===== src/design/alu816_pkg.sv =====
package alu816_pkg;

    // Operation codes carried in the low five bits of each request.
    typedef enum logic [4:0] {
        FN_ADC = 5'd0,
        FN_AND = 5'd1,
        FN_BIT = 5'd2,
        FN_CMP = 5'd3,
        FN_CPX = 5'd4,
        FN_CPY = 5'd5,
        FN_EOR = 5'd6,
        FN_LDA = 5'd7,
        FN_LDX = 5'd8,
        FN_LDY = 5'd9,
        FN_ORA = 5'd10,
        FN_SBC = 5'd11,
        FN_INC = 5'd12,
        FN_DEC = 5'd13,
        FN_ASL = 5'd14,
        FN_LSR = 5'd15,
        FN_ROL = 5'd16,
        FN_ROR = 5'd17,
        FN_TRB = 5'd18,
        FN_TSB = 5'd19
    } alu_func_t;

    localparam logic [15:0] MASK_W16 = 16'hffff;
    localparam logic [15:0] MASK_W8  = 16'h00ff;
    localparam logic [15:0] SIGN_W16 = 16'h8000;
    localparam logic [15:0] SIGN_W8  = 16'h0080;

    // One request. The first member is the most significant, so the packed
    // struct lines up with the stream word: func sits in the lowest bits.
    typedef struct packed {
        logic        zero_in;
        logic        ovf_in;
        logic        neg_in;
        logic        carry_in;
        logic [15:0] operand;
        logic [15:0] index_in;
        logic [15:0] acc_in;
        logic        decimal;
        logic        wide;
        logic [4:0]  func;
    } alu_req_t;

    // One result, acc_out in the lowest bits.
    typedef struct packed {
        logic        flag_c;
        logic        flag_z;
        logic        flag_v;
        logic        flag_n;
        logic [15:0] value_out;
        logic [15:0] index_out;
        logic [15:0] acc_out;
    } alu_res_t;

    // Controls of the shared adder.
    typedef struct packed {
        logic wide;
        logic decimal;
        logic sub;
        logic cin;
    } add_ctrl_t;

    localparam int REQ_W     = $bits(alu_req_t);
    localparam int RES_W     = $bits(alu_res_t);
    localparam int IN_DATA_W  = ((REQ_W + 7) / 8) * 8;
    localparam int OUT_DATA_W = ((RES_W + 7) / 8) * 8;

    // Sign bit of a value at the selected width.
    function automatic logic sign_of(input logic [15:0] v, input logic wide);
        return wide ? v[15] : v[7];
    endfunction

endpackage


===== src/design/alu816_adder.sv =====
module alu816_adder
    import alu816_pkg::*;
(
    input  logic [15:0] a,
    input  logic [15:0] b,
    input  add_ctrl_t   ctrl,
    output logic [15:0] sum,
    output logic        ovf,
    output logic        carry
);

    logic [16:0] bin_sum;
    logic [4:0]  nib_sum [4];
    logic [4:0]  nib_cy;
    logic [15:0] dec_sum;
    logic [5:0]  nib_adj;
    logic        dec_top_raw;
    logic        top_raw;

    assign bin_sum = {1'b0, a} + {1'b0, b} + {16'd0, ctrl.cin};

    // Decimal mode: each nibble is added and then corrected, the carry
    // ripples through the four digits.
    always_comb
    begin
        nib_cy[0] = ctrl.cin;
        dec_sum   = '0;
        nib_adj   = '0;
        for (int k = 0; k < 4; k++)
        begin
            nib_sum[k] = {1'b0, a[4*k +: 4]} + {1'b0, b[4*k +: 4]} + {4'd0, nib_cy[k]};
            if (!ctrl.sub)
            begin
                nib_adj = {1'b0, nib_sum[k]} + ((nib_sum[k] >= 5'd10) ? 6'd6 : 6'd0);
                nib_cy[k+1] = (nib_adj[5:4] != 2'b00);
                dec_sum[4*k +: 4] = nib_adj[3:0];
            end
            else
            begin
                nib_cy[k+1] = nib_sum[k][4];
                dec_sum[4*k +: 4] = nib_sum[k][4] ? nib_sum[k][3:0]
                                                  : (nib_sum[k][3:0] - 4'd6);
            end
        end
    end

    // Overflow follows the top digit before its decimal correction.
    assign dec_top_raw = ctrl.wide ? nib_sum[3][3] : nib_sum[1][3];
    assign top_raw     = ctrl.decimal ? dec_top_raw : sign_of(bin_sum[15:0], ctrl.wide);

    assign ovf = ~(sign_of(a, ctrl.wide) ^ sign_of(b, ctrl.wide))
               & (sign_of(a, ctrl.wide) ^ top_raw);

    always_comb
    begin
        if (ctrl.decimal)
        begin
            carry = ctrl.wide ? nib_cy[4] : nib_cy[2];
            sum   = dec_sum & (ctrl.wide ? MASK_W16 : MASK_W8);
        end
        else
        begin
            carry = ctrl.wide ? bin_sum[16] : bin_sum[8];
            sum   = bin_sum[15:0] & (ctrl.wide ? MASK_W16 : MASK_W8);
        end
    end

endmodule


===== src/design/alu816_core.sv =====
module alu816_core
    import alu816_pkg::*;
(
    input  alu_req_t req,
    output alu_res_t res
);

    typedef enum logic [1:0] {
        TGT_NONE,
        TGT_ACC,
        TGT_INDEX,
        TGT_VALUE
    } target_t;

    logic [15:0] mask;
    logic [15:0] sign_mask;
    logic [15:0] a_val;
    logic [15:0] x_val;
    logic [15:0] m_val;
    logic [15:0] add_b;
    logic [15:0] add_sum;
    logic        add_v;
    logic        add_c;
    add_ctrl_t   add_ctrl;
    logic [15:0] cmp_src;
    logic [16:0] cmp_diff;
    alu_func_t   fn_code;
    target_t     target;
    logic [15:0] r_raw;
    logic [15:0] r_val;

    assign fn_code   = alu_func_t'(req.func);
    assign mask      = req.wide ? MASK_W16 : MASK_W8;
    assign sign_mask = req.wide ? SIGN_W16 : SIGN_W8;
    assign a_val     = req.acc_in & mask;
    assign x_val     = req.index_in & mask;
    assign m_val     = req.operand & mask;

    // Subtract feeds the inverted operand to the same adder.
    assign add_ctrl.wide    = req.wide;
    assign add_ctrl.decimal = req.decimal;
    assign add_ctrl.sub     = (fn_code == FN_SBC);
    assign add_ctrl.cin     = req.carry_in;
    assign add_b = add_ctrl.sub ? (~m_val & mask) : m_val;

    alu816_adder u_adder (
        .a     (a_val),
        .b     (add_b),
        .ctrl  (add_ctrl),
        .sum   (add_sum),
        .ovf   (add_v),
        .carry (add_c)
    );

    assign cmp_src  = (fn_code == FN_CMP) ? a_val : x_val;
    assign cmp_diff = {1'b0, cmp_src} - {1'b0, m_val};

    always_comb
    begin
        res.acc_out   = req.acc_in;
        res.index_out = req.index_in;
        res.value_out = req.operand;
        res.flag_n    = req.neg_in;
        res.flag_v    = req.ovf_in;
        res.flag_z    = req.zero_in;
        res.flag_c    = req.carry_in;
        r_raw         = '0;
        target        = TGT_NONE;

        case (fn_code)
            FN_ADC, FN_SBC:
            begin
                r_raw      = add_sum;
                res.flag_v = add_v;
                res.flag_c = add_c;
                target     = TGT_ACC;
            end
            FN_AND:
            begin
                r_raw  = a_val & m_val;
                target = TGT_ACC;
            end
            FN_EOR:
            begin
                r_raw  = a_val ^ m_val;
                target = TGT_ACC;
            end
            FN_ORA:
            begin
                r_raw  = a_val | m_val;
                target = TGT_ACC;
            end
            FN_LDA:
            begin
                r_raw  = m_val;
                target = TGT_ACC;
            end
            FN_LDX, FN_LDY:
            begin
                r_raw  = m_val;
                target = TGT_INDEX;
            end
            FN_BIT:
            begin
                res.flag_n = sign_of(m_val, req.wide);
                res.flag_v = req.wide ? m_val[14] : m_val[6];
                res.flag_z = ((m_val & a_val) == 16'd0);
            end
            FN_CMP, FN_CPX, FN_CPY:
            begin
                res.flag_n = sign_of(cmp_diff[15:0], req.wide);
                res.flag_z = (cmp_src == m_val);
                res.flag_c = ~cmp_diff[16];
            end
            FN_INC:
            begin
                r_raw  = m_val + 16'd1;
                target = TGT_VALUE;
            end
            FN_DEC:
            begin
                r_raw  = m_val - 16'd1;
                target = TGT_VALUE;
            end
            FN_ASL:
            begin
                res.flag_c = sign_of(m_val, req.wide);
                r_raw      = {m_val[14:0], 1'b0};
                target     = TGT_VALUE;
            end
            FN_LSR:
            begin
                res.flag_c = m_val[0];
                r_raw      = {1'b0, m_val[15:1]};
                target     = TGT_VALUE;
            end
            FN_ROL:
            begin
                res.flag_c = sign_of(m_val, req.wide);
                r_raw      = {m_val[14:0], req.carry_in};
                target     = TGT_VALUE;
            end
            FN_ROR:
            begin
                res.flag_c = m_val[0];
                r_raw      = {1'b0, m_val[15:1]} | (req.carry_in ? sign_mask : 16'd0);
                target     = TGT_VALUE;
            end
            FN_TRB:
            begin
                res.flag_z    = ((m_val & a_val) == 16'd0);
                res.value_out = (req.operand & ~mask) | (m_val & ~a_val & mask);
            end
            FN_TSB:
            begin
                res.flag_z    = ((m_val & a_val) == 16'd0);
                res.value_out = (req.operand & ~mask) | ((m_val | a_val) & mask);
            end
            default:
            begin
                // Unused codes leave every value and flag as it came in.
                target = TGT_NONE;
            end
        endcase

        r_val = r_raw & mask;
        if (target != TGT_NONE)
        begin
            res.flag_n = sign_of(r_val, req.wide);
            res.flag_z = (r_val == 16'd0);
        end

        case (target)
            TGT_ACC:   res.acc_out   = (req.acc_in & ~mask) | r_val;
            TGT_INDEX: res.index_out = (req.index_in & ~mask) | r_val;
            TGT_VALUE: res.value_out = (req.operand & ~mask) | r_val;
            default:   ;
        endcase
    end

endmodule


===== src/design/alu_8_16_bit_with_bcd.sv =====
// ALU of an 8/16-bit processor with binary and BCD add and subtract.
//
// A request enters on the s_axis channel and carries the operation code, the
// width, the decimal flag, the accumulator, an index register, the operand and
// the incoming N, V, Z and C flags. The matching result leaves on the m_axis
// channel with the new accumulator, index register, read-modify-write value
// and the four flags. Every request produces exactly one result, in order.
//
// A request is held in the input register, then the combinational ALU feeds
// the result register. The block takes one request per cycle for as long as
// the receiver keeps up.
//
// When the receiver stalls, the result register holds its word and the input
// register can still take one more request; after that s_axis_tready drops
// until the result is taken. Nothing is lost or repeated.
//
// Reset empties both stages; the block holds no other state and is ready for
// a request as soon as reset is released.
module alu_8_16_bit_with_bcd
    import alu816_pkg::*;
(
    input  logic                  clk,
    input  logic                  rst_n,
    input  logic                  s_axis_tvalid,
    output logic                  s_axis_tready,
    // Fields from bit 0 up: func[4:0], wide, decimal, acc_in[15:0],
    // index_in[15:0], operand[15:0], carry_in, neg_in, ovf_in, zero_in, zeros.
    input  logic [IN_DATA_W-1:0]  s_axis_tdata,
    output logic                  m_axis_tvalid,
    input  logic                  m_axis_tready,
    // Fields from bit 0 up: acc_out[15:0], index_out[15:0], value_out[15:0],
    // flag_n, flag_v, flag_z, flag_c, zeros.
    output logic [OUT_DATA_W-1:0] m_axis_tdata
);

    logic     in_valid_reg;
    logic     in_valid_next;
    alu_req_t in_reg;
    logic     out_valid_reg;
    logic     out_valid_next;
    alu_res_t out_reg;
    alu_res_t core_res;
    logic     advance;
    logic     accept;

    // The result register can load whenever it is empty or being drained.
    assign advance       = !out_valid_reg || m_axis_tready;
    assign s_axis_tready = !in_valid_reg || advance;
    assign accept        = s_axis_tvalid && s_axis_tready;

    always_comb
    begin
        if (accept)
        begin
            in_valid_next = 1'b1;
        end
        else if (advance)
        begin
            in_valid_next = 1'b0;
        end
        else
        begin
            in_valid_next = in_valid_reg;
        end
        out_valid_next = advance ? in_valid_reg : out_valid_reg;
    end

    always_ff @(posedge clk or negedge rst_n)
    begin
        if (!rst_n)
        begin
            in_valid_reg  <= 1'b0;
            out_valid_reg <= 1'b0;
        end
        else
        begin
            in_valid_reg  <= in_valid_next;
            out_valid_reg <= out_valid_next;
        end
    end

    always_ff @(posedge clk)
    begin
        if (accept)
        begin
            in_reg <= alu_req_t'(s_axis_tdata[REQ_W-1:0]);
        end
        if (advance && in_valid_reg)
        begin
            out_reg <= core_res;
        end
    end

    alu816_core u_core (
        .req (in_reg),
        .res (core_res)
    );

    assign m_axis_tvalid = out_valid_reg;
    assign m_axis_tdata  = {{(OUT_DATA_W-RES_W){1'b0}}, out_reg};

`ifndef SYNTHESIS
    // A waiting request is never dropped while the result register is full.
    assert property (@(posedge clk) disable iff (!rst_n)
        (in_valid_reg && !advance) |=> in_valid_reg)
        else $error("pending request lost during output stall");

    // An empty input stage always takes a request.
    assert property (@(posedge clk) disable iff (!rst_n)
        !in_valid_reg |-> s_axis_tready)
        else $error("input refused while input stage empty");

    // A request that moves forward shows up as a result in the next cycle.
    assert property (@(posedge clk) disable iff (!rst_n)
        (in_valid_reg && advance) |=> m_axis_tvalid)
        else $error("result missing after stage advance");

    // With nothing in flight no result appears out of nowhere.
    assert property (@(posedge clk) disable iff (!rst_n)
        (!in_valid_reg && advance) |=> !m_axis_tvalid)
        else $error("spurious result");

    // In 8-bit mode the high byte of the accumulator passes through.
    assert property (@(posedge clk) disable iff (!rst_n)
        (in_valid_reg && advance && !in_reg.wide)
            |=> (m_axis_tdata[15:8] == $past(in_reg.acc_in[15:8])))
        else $error("accumulator high byte changed in 8-bit mode");
`endif

endmodule

===== config.mk =====
export PLATFORM = sky130hd
export DESIGN_NAME = alu_8_16_bit_with_bcd
export DESIGN_NICKNAME = d
export VERILOG_FILES = /design/src/design/alu816_pkg.sv /design/src/design/alu816_adder.sv /design/src/design/alu816_core.sv /design/src/design/alu_8_16_bit_with_bcd.sv
export SDC_FILE = /design/constraint.sdc
export NUM_CORES = 1
export LEC_CHECK = 0
export ABC_AREA = 0
export BUFFER_PORTS_ARGS = -buffer_cell sky130_fd_sc_hd__buf_2
export CORE_MARGIN = 4
export CORE_UTILIZATION = 55
export DETAILED_ROUTE_END_ITERATION = 10
export GPL_TIMING_DRIVEN = 0
export PLACE_DENSITY = 0.76
export RECOVER_POWER = 25
export REMOVE_ABC_BUFFERS = 1
export SKIP_LAST_GASP = 1
export SYNTH_ARGS = -nofsm -noshare
export SYNTH_HDL_FRONTEND = slang
export SYNTH_SLANG_ARGS = --single-unit

===== constraint.sdc =====
create_clock -name clk -period 12.49 [get_ports clk]
set_input_delay 1.8735 -clock clk [delete_from_list [all_inputs] [get_ports clk]]
set_output_delay 1.8735 -clock clk [all_outputs]
set_load 0.005 [all_outputs]

==> After elaboration in Yosys (flattened, before gate mapping) <==
Cells that the tools add are included.
{ "word_totals": {"reg_bits": 113, "in_bits": 68, "out_inout_bits": 58, "elab_cells": 169} }
{ "classes": {"n_addsub": 21, "order_cmp": 4, "n_eq_ne": 23, "mux": 48, "bitwise_logic": 30, "reduce_logical": 24} }
{ "ops": {"columns": ["op", "n"], "rows": [
  ["$and 16x16->16", 14],
  ["$pmux 16 s11", 1],
  ["$mux 16", 9],
  ["$or 16x16->16", 6],
  ["$not 16->16", 3],
  ["$eq 5x4->1 const B", 8],
  ["$logic_not 16->1", 2],
  ["$mux 4", 8],
  ["$pmux 16 s2", 1],
  ["$add 5x3->6", 4],
  ["$add 4x4->5", 4],
  ["$add 5x1->5", 4],
  ["$eq 5x3->1 const B", 4],
  ["$eq 5x5->1 const B", 4],
  ["$ge 5x4->1 const B", 4],
  ["$mux 1", 20],
  ["$add 16x16->17", 1],
  ["$add 17x1->17", 1],
  ["$sub 16x16->17", 1],
  ["$add 16x1->16 const B", 1],
  ["$eq 16x16->1", 1],
  ["$or 15x16->16", 1],
  ["$sub 16x1->16 const B", 1],
  ["$sub 4x3->4 const B", 4],
  ["20 further kinds", 43]
]} }

==> Logic depth before layout (Yosys ltp) <==
{ "depth": {"word_depth": 35, "mapped_depth": 52, "mapped_depth_nobuf": 48} }

==> By module <==
Synthesis repeated with hierarchy kept, for this count alone.
{ "unflattened": {"cells_unflattened": 1081, "hier_area_um2": 9830.7} }
{ "modules_own_cells": {"columns": ["module", "instances", "cells_each", "area_each_um2", "seq_area_each_um2"], "rows": [
  ["alu816_core", 1, 622, 3970.1, 0.0],
  ["alu_8_16_bit_with_bcd", 1, 124, 3470.8, 3383.2],
  ["alu816_adder", 1, 335, 2389.8, 0.0]
]} }

==> Worst setup path after synthesis <==
Ideal clock, no wire load.
{ "synth_path": {"kind": "register to register", "start": "reg in_reg[3] in the netlist's numbering", "end": "reg out_reg, in the netlist m_axis_tdata[50], data pin", "setup_time_ns": 0.132, "arrival_ns": 10.880, "required_ns": 12.358, "slack_ns": 1.478, "path_stages_with_launch": 49, "n_path_buf": 4, "synth_period_minus_slack_ns": 11.012, "path_cell_list": "edfxtp_1 -> buf_2 -> nor3b_2 -> nor2b_1 -> clkbuf_1 -> buf_2 -> buf_2 -> xnor2_1 -> fa_1 -> inv_1 -> fa_1 -> a21o_1 -> a21oi_1 -> o21ai_0 -> ha_1 -> ha_1 -> nor3_1 -> a22oi_1 -> [... 13 more ...] -> a21o_1 -> ha_1 -> o211a_1 -> a31oi_1 -> o22ai_1 -> fa_1 -> fa_1 -> nand2b_1 -> a21oi_1 -> a21o_1 -> ha_1 -> ha_1 -> a21oi_1 -> o221ai_1 -> a221oi_2 -> and4_1 -> a41o_1 -> a41o_1"} }
{ "synth_lines": {"columns": ["element", "line_no", "text"], "rows": [
  ["start: declaration", "alu_8_16_bit_with_bcd.sv:38", "alu_req_t in_reg;"],
  ["start signal: assignment", "alu_8_16_bit_with_bcd.sv:86", "in_reg <= alu_req_t'(s_axis_tdata[REQ_W-1:0]);"],
  ["end signal: assignment", "alu_8_16_bit_with_bcd.sv:90", "out_reg <= core_res;"],
  ["end: declaration", "alu_8_16_bit_with_bcd.sv:41", "alu_res_t out_reg;"]
]} }

==> metrics <==
Fin. Hold Viols=0; sequential share of power=35.8%; multi-input logic area=5870 µm²; P_int=0.890 mW; Mapped Area=9650 µm²; detail-routed via count per cell=6.48; clock sink count=113; Placer Congestion=0.970; Remaining Overflow, GRT=0; Final nets=1341; FMAX=84.1 MHz; CP endpoint kind=flip-flop; #FFs+latches synth=113; max-slew violation count=28; worst r2r path cells=45; terminus of the critical flop-to-flop path=m_axis_tdata[50]; largest net degree at the start of global routing=41; Worst-Margin Slew=1.90 ns; # fillers=1381; Layout area overhead=15.4%; Storage cell area=3380 µm²; total of warnings raised by yosys=0; placed instance area=10400 µm²; max reg flops=59; Max Cap Viol=1; worst hold start=in_valid_reg; Worst-path clk slew=0.06 ns; CTS tree=built; Via Count=9150; most common cell after layout, fill and taps aside=nand2_1; Max transition margin=-27.0%; switch share=33.7%; final wirelength=29800 µm; Finished Layout Cells=1413; Gate Count Post-Synth=1068; commonest non-fill, non-tap cells in the layout=127 x nand2_1, 114 x buf_2, 111 x edfxtp_1; setup slack after layout=0.606 ns; ratio of cells with drive above 1 in the final layout=17.3%; switching power=0.453 mW; overall global routing resource usage=29.2%; total power per unit cell area=121 nW/µm²; Slowest Stage Delay on Critical Path=0.53 ns; placed insts=1359; Routed WL per cell=21.1 µm; post-synthesis sequential area ratio=35.1%; die outline height=140 µm; commonest register cell after synthesis=edfxtp_1; hold path cells=1; antenna violations before repair=0; ANT cells=0; htree depth=4; dpl hpwl=21000 µm; Final period util=95.2%; CP startpoint kind=flip-flop; antenna-violating nets left=0; core area=17200 µm²; Worst path slowest cell=edfxtp_1; Post-synth EDFFs=111; worst skew pair latency=0.43 ns; Final Skew=0.0101 ns; HP Class=reg2reg; fin area=11100 µm²; CP most frequent cell=fa_1; first-pass GRT wire length=45500 µm; logic gate share of total power=29.8%; number of global-route vias before repair=8512; Post-CTS Hold Fix Bufs=0; router iterations before antenna repair=6; R2R setup slack=0.61 ns; First DRT Iteration DRCs=1017; Clock Tree Root=clkbuf_16; I/O Buffers=116; # IOs=126; Buf/Inv on CP=2; fin crit period=11.88 ns; Synth async-reset ratio=1.77%; RSZ-0062 raised after global routing=no; Peak VDD IR=0.113 mV; DRC=0; hold endpoint=m_axis_tvalid; site row count=48; final setup TNS=0 ns; Lkg Pwr=4.68 nW; Clk pwr share=34.4%; Initial Utilization=56.0%; family with the most delay on the worst path=adder cells; reg-to-reg startpoint=in_reg[4]; Worst EP arrival=12.18 ns; CP max FO=10; Setup CP Type=reg2reg; post-place setup slack=-0.609 ns; violated checks=max-capacitance violations, max-slew violations; Die Wd=140 µm; CTS buffer count=17; die area=19700 µm²; setup violators final=0; Yosys cell types=80; run status=complete, but fails checks; Bufs on Longest Clock Path=2; Required @ worst endpoint=12.78 ns; total power draw=1.34 mW; syn avg cell area=9.03 µm²
-- synthesized netlist by cell type, drive strengths merged (3+ instances only) --
cell / n / area share, %
o2bb2ai: 3 / 0.27
a22oi: 13 / 1.0
nand4: 3 / 0.19
o2111ai: 7 / 0.64
and3: 8 / 0.52
o22ai: 9 / 0.58
or3: 7 / 0.51
mux2i: 18 / 1.9
nand3: 23 / 1.2
o31ai: 4 / 0.31
nor4: 6 / 0.39
a221oi: 14 / 1.4
edfxtp: 111 / 35
nor2: 76 / 3.0
xor2: 19 / 1.7
o21ai: 79 / 4.1
buf: 28 / 1.7
a22o: 3 / 0.27
nor2b: 10 / 0.65
xnor2: 33 / 3.0
nand2b: 17 / 1.1
clkbuf: 30 / 1.2
a21o: 17 / 1.3
a211oi: 9 / 0.83
and2: 4 / 0.26
and4: 3 / 0.30
mux2: 9 / 1.1
o21a: 9 / 0.70
a21boi: 3 / 0.23
a311oi: 11 / 1.0
a21oi: 104 / 5.4
inv: 51 / 2.0
nand2: 127 / 4.9
nand3b: 5 / 0.39
o21bai: 4 / 0.31
o311ai: 4 / 0.36
fa: 9 / 1.9
a31oi: 8 / 0.52
a32oi: 3 / 0.35
nor3: 21 / 1.2
o211ai: 22 / 1.7
nor3b: 3 / 0.34
ha: 89 / 12
a41o: 3 / 0.31
-- how the worst max path moves through the flow --
stage | start | endpoint | slack [ns] | depth (start not counted)
floorplan | in_reg[0] | m_axis_tdata[50] | 0.53 | 44
global placement | in_reg[0] | m_axis_tdata[50] | -2.31 | 43
detailed placement | in_reg[0] | m_axis_tdata[50] | -0.61 | 46
CTS | in_reg[4] | m_axis_tdata[50] | 0.33 | 45
global route | in_reg[4] | m_axis_tdata[50] | 0.04 | 46
finish | in_reg[4] | m_axis_tdata[50] | 0.61 | 45
-- layer usage --
metal | vias up | track usage [%] | share of wire (%) | wire length, µm
met3 | 139 | 4.03 | 8.5 | 2530
met4 | 0 | 15.4 | 5.3 | 1580
met5 | - | 0 | 0 | 0
li1 | 4198 | - | - | -
met2 | 575 | 47.9 | 47 | 14100
met1 | 4238 | 37.7 | 39 | 11600
-- metrics by stage --
stage | util (%) | hold WS (ns)
6_report | 64.6 | 0.514
5_1_grt | 64.6 | 0.548
4_1_cts | 63.6 | 0.513
3_5_place_dp | 60.2 | 0.490
3_3_place_gp | 59.4 | 0.467
2_1_floorplan | - | 0.449
-- layout make-up --
cell class / count / area share, %
multi-input combinational: 849 / 52.7
sequential: 113 / 30.4
timing repair buffer: 142 / 7.63
clock buffer: 17 / 3.82
tap: 225 / 2.53
inverter: 52 / 1.75
clock inverter: 15 / 1.21
-- worst reg2reg max path, delay by kind of cell, from the launching register on --
| kind | cells | cell delay (ns) |
|---|---|---|
| XOR/XNOR | 2 | 0.50 |
| buffers and inverters | 2 | 0.14 |
| flip-flops | 1 | 0.53 |
| adder cells (fa/ha/maj) | 15 | 4.97 |
| AND/OR/NAND/NOR | 7 | 1.65 |
| AO/OA/AOI/OAI | 19 | 3.97 |
-- power by group through the flow --
stage | logic, mW | clock network, mW | registers, mW
2_1_floorplan | 0.260 | 0 | 0.485
3_3_place_gp | 0.362 | 0 | 0.493
3_5_place_dp | 0.376 | 0 | 0.491
4_1_cts | 0.383 | 0.467 | 0.483
5_1_grt | 0.440 | 0.482 | 0.483
6_report | 0.401 | 0.462 | 0.481
-- cells by family (layout without fill, tap and decap cells) --
logic type | count (synthesis) | after routing | synth area share, %
other cells | 1 | 4 | 0.0389
fa+ha+maj | 98 | 98 | 13.4
flops | 113 | 113 | 35.1
compound gates | 343 | 343 | 23.0
simple gates | 324 | 325 | 16.0
buf+inv | 110 | 226 | 4.90
mux | 27 | 27 | 2.92
xor+xnor | 52 | 52 | 4.72
-- repair_timing --
item,CTS,global route
setup endpoints to repair,12,9
gates cloned,1,0
buffers inserted,3,17
gates resized for setup,1,2
No activity file was read; power rests on OpenSTA's default activity.
